### config.mk
export PLATFORM = sky130hd
export DESIGN_NAME = sts_div
export DESIGN_NICKNAME = d
export VERILOG_FILES = /design/src/rtl/sts_pkg.sv /design/src/rtl/sts_div.sv
export SDC_FILE = /design/constraint.sdc
export NUM_CORES = 1
export LEC_CHECK = 0
export ABC_CLOCK_PERIOD_IN_PS = 5300
export BUFFER_PORTS_ARGS = -buffer_cell sky130_fd_sc_hd__buf_2
export CORE_UTILIZATION = 55
export CTS_BUF_LIST = sky130_fd_sc_hd__clkbuf_2
export CTS_CLUSTER_DIAMETER = 40
export DETAILED_ROUTE_END_ITERATION = 8
export PLACE_DENSITY = 0.75
export SLEW_MARGIN = 20
export SYNTH_ARGS = -nofsm -noshare
export SYNTH_HDL_FRONTEND = slang
export SYNTH_SLANG_ARGS = --single-unit
### constraint.sdc
create_clock -name clock -period 5.3 [get_ports clock]
set_input_delay 1.06 -clock clock [delete_from_list [all_inputs] [get_ports clock]]
set_output_delay 1.06 -clock clock [all_outputs]
set_load 0.01 [all_outputs]
### src/rtl/sts_pkg.sv
// Package for the sparse triangular solve block: widths, defaults, shared types.
// No dependencies.
package sts_pkg;
   localparam int IndexWidth        = 12;
   localparam int DataWidth         = 32;
   localparam int AccWidth          = 64;
   localparam int DefaultMaxRows    = 4096;
   localparam int DefaultFracBits   = 16;

   typedef struct packed {
      logic [IndexWidth-1:0] row;
      logic [IndexWidth-1:0] column;
      logic signed [DataWidth-1:0] entry_value;
      logic signed [DataWidth-1:0] rhs;
      logic row_first;
      logic row_last;
   } req_type;

   typedef struct packed {
      logic [IndexWidth-1:0] solution_index;
      logic signed [DataWidth-1:0] solution_value;
      logic zero_diagonal;
      logic saturated;
   } rsp_type;

   // Divider start command.
   typedef struct packed {
      logic start;
      logic signed [AccWidth-1:0] numerator;
      logic signed [DataWidth-1:0] divisor;
   } div_cmd_type;

   typedef struct packed {
      logic done;
      logic busy;
      logic signed [DataWidth-1:0] quotient;
      logic clip;
   } div_sts_type;
endpackage

### src/rtl/sts_div.sv
// Radix-2 restoring divider: 64-bit numerator by 32-bit divisor, truncating,
// saturated to 32 bits. Depends on sts_pkg.
module sts_div
   import sts_pkg::*;
(
   input  logic        clock,
   input  logic        reset,
   input  div_cmd_type cmd,
   output div_sts_type sts
);
   localparam int CountWidth = $clog2(AccWidth + 1);

   logic [AccWidth-1:0]   quo_ff, quo_in;
   logic [DataWidth:0]    rem_ff, rem_in;
   logic [DataWidth-1:0]  den_ff, den_in;
   logic                  neg_ff, neg_in;
   logic [CountWidth-1:0] cnt_ff, cnt_in;
   logic                  busy_ff, busy_in;
   logic                  done_ff, done_in;

   logic [AccWidth-1:0]  num_mag;
   logic [DataWidth-1:0] den_mag;
   logic [DataWidth:0]   shifted;
   logic [AccWidth:0]    signed_q;
   logic [AccWidth-1:0]  lim;

   always_comb begin
      num_mag = cmd.numerator[AccWidth-1] ? AccWidth'(-cmd.numerator) : cmd.numerator;
      den_mag = cmd.divisor[DataWidth-1] ? DataWidth'(-cmd.divisor) : cmd.divisor;
      shifted = {rem_ff[DataWidth-1:0], quo_ff[AccWidth-1]};
      quo_in = quo_ff; rem_in = rem_ff; den_in = den_ff; neg_in = neg_ff;
      cnt_in = cnt_ff; busy_in = busy_ff; done_in = 1'b0;
      if (cmd.start) begin
         quo_in = num_mag; rem_in = '0; den_in = den_mag;
         neg_in = cmd.numerator[AccWidth-1] ^ cmd.divisor[DataWidth-1];
         cnt_in = CountWidth'(AccWidth); busy_in = 1'b1;
      end else if (busy_ff) begin
         // advance one quotient bit
         if (shifted >= {1'b0, den_ff}) begin
            rem_in = shifted - {1'b0, den_ff};
            quo_in = {quo_ff[AccWidth-2:0], 1'b1};
         end else begin
            rem_in = shifted;
            quo_in = {quo_ff[AccWidth-2:0], 1'b0};
         end
         cnt_in = cnt_ff - 1'b1;
         if (cnt_ff == CountWidth'(1)) begin
            busy_in = 1'b0; done_in = 1'b1;
         end
      end
   end

   always_ff @(posedge clock) begin
      if (reset) begin
         busy_ff <= 1'b0; done_ff <= 1'b0; cnt_ff <= '0;
      end else begin
         busy_ff <= busy_in; done_ff <= done_in; cnt_ff <= cnt_in;
      end
      quo_ff <= quo_in; rem_ff <= rem_in; den_ff <= den_in; neg_ff <= neg_in;
   end

   // magnitude limit: 2^31-1 positive, 2^31 negative
   always_comb begin
      lim = neg_ff ? (AccWidth'(1) << (DataWidth-1))
                   : ((AccWidth'(1) << (DataWidth-1)) - AccWidth'(1));
      signed_q = neg_ff ? (AccWidth+1)'(-{1'b0, quo_ff}) : {1'b0, quo_ff};
      sts.done = done_ff;
      sts.busy = busy_ff;
      if (quo_ff > lim) begin
         sts.clip = 1'b1;
         sts.quotient = neg_ff ? {1'b1, {(DataWidth-1){1'b0}}}
                               : {1'b0, {(DataWidth-1){1'b1}}};
      end else begin
         sts.clip = 1'b0;
         sts.quotient = signed_q[DataWidth-1:0];
      end
   end
endmodule

==> flow_summary.json, run 1 <==
{
  "data_arrival_time_at_the_worst_slack_endpoint_ns": 4.08,
  "holdCritPathClass": "reg2reg",
  "cts_max_path_buffers": 2,
  "top_library_cells_by_usage_in_the_layout_fill_and_taps_aside": "nor2_1, buf_2, a21oi_1",
  "floorplan.core_area_um2": 19500,
  "post-route-period-util": 0.970,
  "met2WireLength_um": 12600,
  "die_height_um": 143,
  "setup_violations": 0,
  "design_area_um2": 12200,
  "power-per-cell-area_nw_per_um2": 246,
  "finish.cell_count_without_fillers": 1683,
  "critPathKind": "reg2out",
  "hold_depth": 2,
  "worst_r2r_path_depth": 11,
  "synth.ff_latch_count": 138,
  "postPlaceCellArea_um2": 11800,
  "route.met3.wl_um": 1580,
  "cts-hold-fix-buffers": 0,
  "synth.yosys.warnings": 0,
  "starting_drt_drc_count": 723,
  "synth-edff-count": 97,
  "grt_antenna_before_repair": 2,
  "postLayoutSetupSlackWorst_ns": 0.159,
  "rows": 51,
  "finalHoldViolCount": 0,
  "top_level_ports": 134,
  "route.antenna.remaining_nets": 0,
  "post-route-min-period_ns": 5.14,
  "synth.net_count": 1466,
  "post_synth.cell_area_avg_um2": 8.48,
  "drv_slew": 0,
  "async_reset_ff_frac": 0,
  "port_buffer_count": 133,
  "vias_per_cell": 6.02,
  "gp_routability_congestion": 0.913,
  "via_count": 10135,
  "critical_path_peak_fanout": 5,
  "grt_pass1_vias": 9053,
  "cts.clk_slew.worst_paths_ns": 0.20,
  "initial_utilization": 0.564,
  "critical_path.startpoint_type": "flip-flop",
  "proportion_of_synthesized_chip_area_in_sequential_cells": 0.339,
  "layout-drive-gt1-share": 0.162,
  "max_cap_violations": 0,
  "syn_area_um2": 11000,
  "design.final.nets": 1571,
  "floorplan.die.width_um": 143,
  "hpwlAfterDp_um": 20100,
  "final_common_cell": "nor2_1",
  "achievable-frequency_ghz": 0.195,
  "number_of_cells_in_the_design_after_placement": 1639,
  "detail_route.wirelength.met1_um": 12900,
  "worst-slew-pin-transition_ns": 1.06,
  "clock_tree.root_cell": "clkbuf_2",
  "global_route.usage.total": 0.268,
  "leakagePower_uw": 0.00481,
  "worst_skew_pair.late_latency_ns": 0.71,
  "grt_first_pass_wirelength_um": 44000,
  "netlist_instances": 1297,
  "top_layer": "met4",
  "grt_overflow_total": 0,
  "synth_ff_type": "edfxtp_1",
  "first_pass_iters": 5,
  "run_status": "complete, no violations",
  "post_synth_num_cell_types": 78,
  "overall_power_consumption_uw": 3010,
  "worst-endpoint-required_ns": 4.24,
  "area_overhead_of_the_layout_relative_to_synthesis_pct": 11.1,
  "floorplan.die_area_um2": 20600,
  "rsz0062_at_grt": "true",
  "grt_start_max_net_pins": 83,
  "cts_htree_levels": 4,
  "drc_errors": 0,
  "cts_tree": "built",
  "power.ir.vdd_worst_v": 0.000162,
  "fin_skew_ns": 0.0356,
  "crit_path_end_kind": "output port",
  "preCtsSetupSlack_ns": 0.761,
  "worst_slew_margin_rel": 0.288,
  "core_util_final": 0.626,
  "routed_wire_length_per_instance_um": 16.3,
  "cts_sinks": 138,
  "postRouteWirelength_um": 27500,
  "tritoncts.num_buffers": 17
}
state kept, by name, indices dropped and copies added, names as in the netlist:
| register | flops |
|---|---|
| neg_ff | 1 |
| den_ff | 32 |
| rem_ff | 32 |
| done_ff | 1 |
| quo_ff | 64 |
| cnt_ff | 7 |
| busy_ff | 1 |
final timing paths:
| check | startpoint | end | slack [ns] |
|---|---|---|---|
| setup / recovery | quo_ff[1]$_DFFE_PP_ | sts[23] | 0.16 |
| hold reg to reg | rem_ff[5]$_SDFFE_PP0P_ | rem_ff[6]$_SDFFE_PP0P_ | 0.50 |
| setup reg to reg | den_ff[7]$_DFFE_PP_ | rem_ff[16]$_SDFFE_PP0P_ | 1.65 |
| hold / removal | rem_ff[5]$_SDFFE_PP0P_ | rem_ff[6]$_SDFFE_PP0P_ | 0.50 |
cell type report:
type / count / area (µm²)
well taps: 265 / 332
repair buffers: 154 / 836
diodes: 3 / 7.51
flip-flops and latches: 138 / 3730
clock inverters: 13 / 153
multi-input cells: 1036 / 6860
fillers: 1759 / 7310
clock buffers: 19 / 95.1
inverters: 55 / 206
cells by family (layout without fill, tap and decap cells):
group	count (synthesis)	after routing	share of synthesized area
compound gates	368	368	0.218
xor+xnor	122	122	0.0971
fa+ha+maj	70	70	0.0803
buf+inv	123	241	0.0426
flops	138	138	0.339
mux	9	9	0.00853
other cells	0	3	0
simple gates	467	467	0.214
Yosys cell counts (all sizes together) (25+ instances only):
library cell  instances  area [µm²]
o31ai                31         246
or3                  25         176
nand2               112         420
edfxtp               97        2910
ha                   69         863
inv                  54         203
o21ai                67         335
xnor2                46         403
dfxtp                41         821
clkbuf               64         240
nor2                156         586
a21oi               127         636
xor2                 76         666
nor3                 36         223
routing by layer:
metal  GRT usage  up-vias
li1            -     5019
met1       0.384     4724
met2       0.416      354
met3      0.0313       38
met4      0.0907        0
met5           0        -
power breakdown:
| group | internal [µW] | switching [µW] |
|---|---|---|
| registers | 1290 | 112 |
| logic | 400 | 552 |
| clock network | 261 | 390 |
| total | 1950 | 1050 |
critical path, cell delays in order (launching register included):
cell	delay (ns)
edfxtp_1	0.50
inv_2	0.11
ha_4	0.14
or3b_4	0.39
or3_4	0.37
or4_4	0.50
or3_4	0.42
or3_4	0.37
nor3_4	0.12
and2b_1	0.14
o21ai_1	0.05
o311ai_1	0.09
buf_2	0.18
per-stage QoR:
| stage | TNS, ns | hold WS (ns) |
|---|---|---|
| global placement | 0 | 0.486 |
| floorplan | 0 | 0.469 |
| global route | -0.149 | 0.467 |
| detailed placement | 0 | 0.491 |
| CTS | 0 | 0.464 |
| finish | 0 | 0.498 |
what timing repair did:
action / CTS / global route
setup endpoints to repair: 12 / 24
buffers inserted: 2 / 7
pin swaps: 0 / 2
resized for setup: 1 / 14
Power figures use the tool's default switching activity.
==> run 2: changes to the inputs <==
- CORE_UTILIZATION: 55 -> 50
- PLACE_DENSITY: 0.75 -> 0.69
==> flow_summary.json, run 2 (synthesis gave the netlist of run 1 again) <==
{
  "layout-drive-gt1-share": 0.163,
  "floorplan.die.width_um": 150,
  "top_register": "quo_ff",
  "vias_per_cell": 5.89,
  "postLayoutSetupSlackWorst_ns": 0.166,
  "floorplan.die_area_um2": 22600,
  "post-route-min-period_ns": 5.13,
  "top_library_cells_by_usage_in_the_layout_fill_and_taps_aside": "nor2_1, buf_2, a21oi_1",
  "cts-hold-fix-buffers": 0,
  "run_status": "complete, no violations",
  "achievable-frequency_ghz": 0.195,
  "setup_violations": 0,
  "finalHoldViolCount": 0,
  "cts.clk_slew.worst_paths_ns": 0.19,
  "first_pass_iters": 5,
  "worst-slew-pin-transition_ns": 1.10,
  "routed_wire_length_per_instance_um": 16.2,
  "leakagePower_uw": 0.00485,
  "clock_tree.root_cell": "clkbuf_2",
  "power.ir.vdd_worst_v": 0.000146,
  "power-per-cell-area_nw_per_um2": 250,
  "preCtsSetupSlack_ns": 0.692,
  "grt_first_pass_wirelength_um": 44300,
  "drv_slew": 0,
  "via_count": 9990,
  "area_overhead_of_the_layout_relative_to_synthesis_pct": 11.6,
  "worst-endpoint-required_ns": 4.24,
  "grt_overflow_total": 0,
  "worst-r2r-setup-slack_ns": 1.78,
  "tritoncts.num_buffers": 17,
  "cts_tree": "built",
  "max_cap_violations": 0,
  "cts_sinks": 138,
  "setup-tns-final_ns": 0,
  "worst_skew_pair.late_latency_ns": 0.73,
  "rsz0062_at_grt": "true",
  "fin_skew_ns": 0.0277,
  "worst_slew_margin_rel": 0.265,
  "initial_utilization": 0.517,
  "rows": 53,
  "final_common_cell": "nor2_1",
  "floorplan.core_area_um2": 21300,
  "route.antenna.remaining_nets": 0,
  "hpwlAfterDp_um": 20400,
  "holdCritPathClass": "in2reg",
  "grt_pass1_vias": 8965,
  "largest_register_ff_count": 64,
  "reg.largest.list": "quo_ff: 64 flops, den_ff: 32 flops, rem_ff: 32 flops",
  "critical_path.startpoint_type": "flip-flop",
  "gp_routability_congestion": 0.918,
  "post-route-period-util": 0.969,
  "port_buffer_count": 133,
  "design.final.nets": 1573,
  "crit_path_end_kind": "output port",
  "final.hold.worst_slack_ns": 0.489,
  "die_height_um": 150,
  "starting_drt_drc_count": 729,
  "grt_start_max_net_pins": 119,
  "cts_htree_levels": 4,
  "drc_errors": 0,
  "grt_antenna_before_repair": 2,
  "layout.filler_cells": 1945,
  "postRouteWirelength_um": 27500,
  "cts_max_path_buffers": 2,
  "critPathKind": "reg2out",
  "top_level_ports": 134,
  "critical_path_peak_fanout": 4,
  "global_route.usage.total": 0.246,
  "data_arrival_time_at_the_worst_slack_endpoint_ns": 4.07
}
-- run 2: final cells by class --
| type | instances | area (µm²) | share of cell area |
|---|---|---|---|
| sequential | 138 | 3730 | 0.304 |
| antenna | 3 | 7.51 | 0.000611 |
| inverter | 55 | 206 | 0.0168 |
| multi-input combinational | 1036 | 6870 | 0.559 |
| timing repair buffer | 156 | 842 | 0.0686 |
| clock inverter | 12 | 176 | 0.0144 |
| clock buffer | 20 | 100 | 0.00815 |
| tap | 275 | 344 | 0.0280 |
-- run 2: routing by layer --
metal,share of wire,GRT usage,vias up
met4,0.012,0.0621,0
met3,0.050,0.0358,33
met5,0,0,-
met1,0.48,0.348,4685
li1,-,-,5017
met2,0.46,0.390,255
-- run 2: power breakdown --
| group | switching, µW | internal, µW | leakage [µW] |
|---|---|---|---|
| logic | 558 | 402 | 0.00339 |
| clock network | 394 | 317 | 0.000166 |
| registers | 108 | 1290 | 0.00129 |
| total | 1060 | 2010 | 0.00485 |
-- run 2: worst paths after layout --
| path | from | to | cells after the start |
|---|---|---|---|
| worst max-delay path | quo_ff[1]$_DFFE_PP_ | sts[23] | 12 |
| worst min-delay path | reset | busy_ff$_SDFF_PP0_ | 2 |
| worst max register to register | rem_ff[13]$_SDFFE_PP0P_ | rem_ff[29]$_SDFFE_PP0P_ | 11 |
| worst min register to register | rem_ff[2]$_SDFFE_PP0P_ | rem_ff[3]$_SDFFE_PP0P_ | 2 |
-- run 2: what timing repair did --
item                                    in CTS  in global routing
gates resized for setup                      0                 15
endpoints found under the setup margin      22                 29
pin swaps                                    0                  3
buffers inserted                             1                 10
-- run 2: critical path: stages, from the launching register on --
cell,delay (ns)
edfxtp_1,0.47
inv_1,0.15
ha_4,0.15
or3b_4,0.39
or3_4,0.36
or4_4,0.50
or3_4,0.38
or3_4,0.37
nor3_4,0.12
and2b_1,0.14
o21ai_1,0.05
o311ai_1,0.09
buf_2,0.18
-- run 2: metrics by stage --
step / utilization / total power (µW) / instance area [µm²] / std cells
2_1_floorplan: - / 2060 / 11000 / 1297
3_3_place_gp: 0.557 / 2330 / 11900 / 1649
3_5_place_dp: 0.557 / 2350 / 11900 / 1649
4_1_cts: 0.570 / 3070 / 12100 / 1682
5_1_grt: 0.577 / 3260 / 12300 / 1694
6_report: 0.577 / 3070 / 12300 / 1695
==> run 3: changes to the inputs <==
- ABC_CLOCK_PERIOD_IN_PS: 5300 -> 4400
- PLACE_DENSITY: 0.69 -> 0.72
- clock period: 5.3 -> 4.4 ns (I/O delays scaled with it)
==> flow_summary.json, run 3 (synthesis gave the netlist of run 1 again) <==
{
  "worst-endpoint-required_ns": 3.52,
  "grt_first_pass_wirelength_um": 51700,
  "violated_checks": "negative setup slack",
  "port_buffer_count": 133,
  "worst_slew_margin_rel": 0.269,
  "rsz0062_at_grt": "true",
  "floorplan.die_area_um2": 22600,
  "fin_skew_ns": 0.0490,
  "finish.cell_count_without_fillers": 1760,
  "rows": 53,
  "floorplan.core_area_um2": 21300,
  "critical_path_peak_fanout": 3,
  "power-per-cell-area_nw_per_um2": 277,
  "postPlaceCellArea_um2": 12000,
  "cts_sinks": 138,
  "via_count": 11031,
  "finalHoldViolCount": 0,
  "drv_slew": 0,
  "layout-drive-gt1-share": 0.266,
  "worstPathCellList": "buf_4, or3_4, nor4b_4, or4b_4, nor4_4, nand2_1, buf_4, nor4_4, a211oi_4, o21ai_1, buf_2",
  "post-route-min-period_ns": 4.91,
  "drc_errors": 0,
  "data_arrival_time_at_the_worst_slack_endpoint_ns": 4.03,
  "die_height_um": 150,
  "clock_tree.root_cell": "clkbuf_2",
  "cts.clk_slew.worst_paths_ns": 0.22,
  "postLayoutSetupSlackWorst_ns": -0.512,
  "cts_htree_levels": 4,
  "grt_start_max_net_pins": 90,
  "worst-slew-pin-transition_ns": 1.10,
  "design_area_um2": 13900,
  "number_of_cells_in_the_design_after_placement": 1652,
  "setup_violations": 33,
  "initial_utilization": 0.517,
  "top_register": "quo_ff",
  "reg.largest.list": "quo_ff: 64 flops, den_ff: 32 flops, rem_ff: 32 flops",
  "top_library_cells_by_usage_in_the_layout_fill_and_taps_aside": "nor2_1, buf_2, a21oi_1",
  "grt_pass1_vias": 10102,
  "seq_area_um2": 3730,
  "critical-path-slowest-cell": "or4b_4",
  "cts_max_path_buffers": 2,
  "first_pass_iters": 6,
  "leakagePower_uw": 0.00544,
  "route.antenna.remaining_nets": 0,
  "cts_tree": "built",
  "critPathKind": "reg2out",
  "layout.filler_cells": 1704,
  "overall_power_consumption_uw": 3850,
  "area_overhead_of_the_layout_relative_to_synthesis_pct": 26.4,
  "achievable-frequency_ghz": 0.204,
  "critical_path.startpoint_type": "flip-flop",
  "global_route.usage.total": 0.292,
  "grt_antenna_before_repair": 6,
  "run_status": "complete, but fails checks",
  "top_level_ports": 134,
  "worst_skew_pair.late_latency_ns": 0.73,
  "holdCritPathClass": "in2reg",
  "tritoncts.num_buffers": 17,
  "largest_register_ff_count": 64,
  "routed_wire_length_per_instance_um": 20.3,
  "post-route-period-util": 1.12,
  "vias_per_cell": 6.27,
  "hpwlAfterDp_um": 20600,
  "gp_routability_congestion": 0.908,
  "crit_path_end_kind": "output port",
  "max_cap_violations": 0,
  "grt_overflow_total": 0,
  "power.ir.vdd_worst_v": 0.000166,
  "setup-tns-final_ns": -11.96,
  "final_common_cell": "nor2_1",
  "cpPeakStageDelay_ns": 0.60,
  "postRouteWirelength_um": 35800,
  "design.final.nets": 1638,
  "floorplan.die.width_um": 150,
  "area_of_the_multi_input_gates_um2": 7700,
  "starting_drt_drc_count": 1001
}
==> run 3: cell count changes in the layout (fill, tap and decap cells not counted), moves of 7 or more <==
cell,delta
buf_4,+26
buf_6,+26
a21oi_1,-16
o21ai_0,-16
ha_1,-13
ha_4,+13
a21oi_2,+12
nor2_1,-12
o311ai_0,-10
o21ai_2,+9
nor2_2,+8
o311ai_2,+8
buf_12,+7
nor3_1,-7
==> run 3: cell type report <==
type	instances	share of cell area
antenna	3	0.000540
clock buffer	18	0.00648
clock inverter	14	0.00890
inverter	55	0.0163
multi-input combinational	1037	0.553
sequential	138	0.268
tap	275	0.0247
timing repair buffer	220	0.121
==> run 3: critical path, delay by kind of cell (launching register included) <==
family	cells	cell delay, ns
compound gates	2	0.39
buf+inv	3	0.55
flops	1	0.45
simple gates	6	1.94
==> run 3: stage by stage <==
| stage | worst slack (ns) | utilization | hold slack [ns] |
|---|---|---|---|
| 3_3_place_gp | 0.231 | 0.563 | 0.486 |
| 4_1_cts | -0.524 | 0.635 | 0.269 |
| 2_1_floorplan | -0.0454 | - | 0.469 |
| 6_report | -0.512 | 0.654 | 0.313 |
| 3_5_place_dp | 0.113 | 0.563 | 0.492 |
| 5_1_grt | -0.633 | 0.653 | 0.269 |
==> run 3: final timing paths <==
kind | from | end | slack, ns | cells after the start
max | quo_ff[1]$_DFFE_PP_ | sts[30] | -0.51 | 11
min reg2reg | rem_ff[1]$_SDFFE_PP0P_ | rem_ff[2]$_SDFFE_PP0P_ | 0.50 | 2
max reg2reg | den_ff[1]$_DFFE_PP_ | rem_ff[0]$_SDFFE_PP0P_ | 0.96 | 11
min | reset | busy_ff$_SDFF_PP0_ | 0.31 | 2
==> run 3: power breakdown <==
group / switching (µW) / leakage (µW) / total [µW] / internal (µW)
clock: 503 / 0.000119 / 709 / 206
sequential: 157 / 0.00129 / 1710 / 1550
combinational: 809 / 0.00403 / 1430 / 621
total: 1470 / 0.00544 / 3850 / 2380
==> run 3: what timing repair did <==
action                     CTS  global route
pin swaps                   57            25
setup endpoints to repair   32            33
setup buffers               48            17
cloned                      12             0
resized for setup          148            60
hold buffers                 0             0
==> run 3: metal layers <==
metal / GRT usage / up-vias / wire length [µm]
met5: 0 / - / 62
met4: 0.149 / 8 / 1690
met3: 0.0494 / 156 / 3210
met2: 0.472 / 531 / 16700
met1: 0.375 / 5180 / 14100
li1: - / 5156 / -
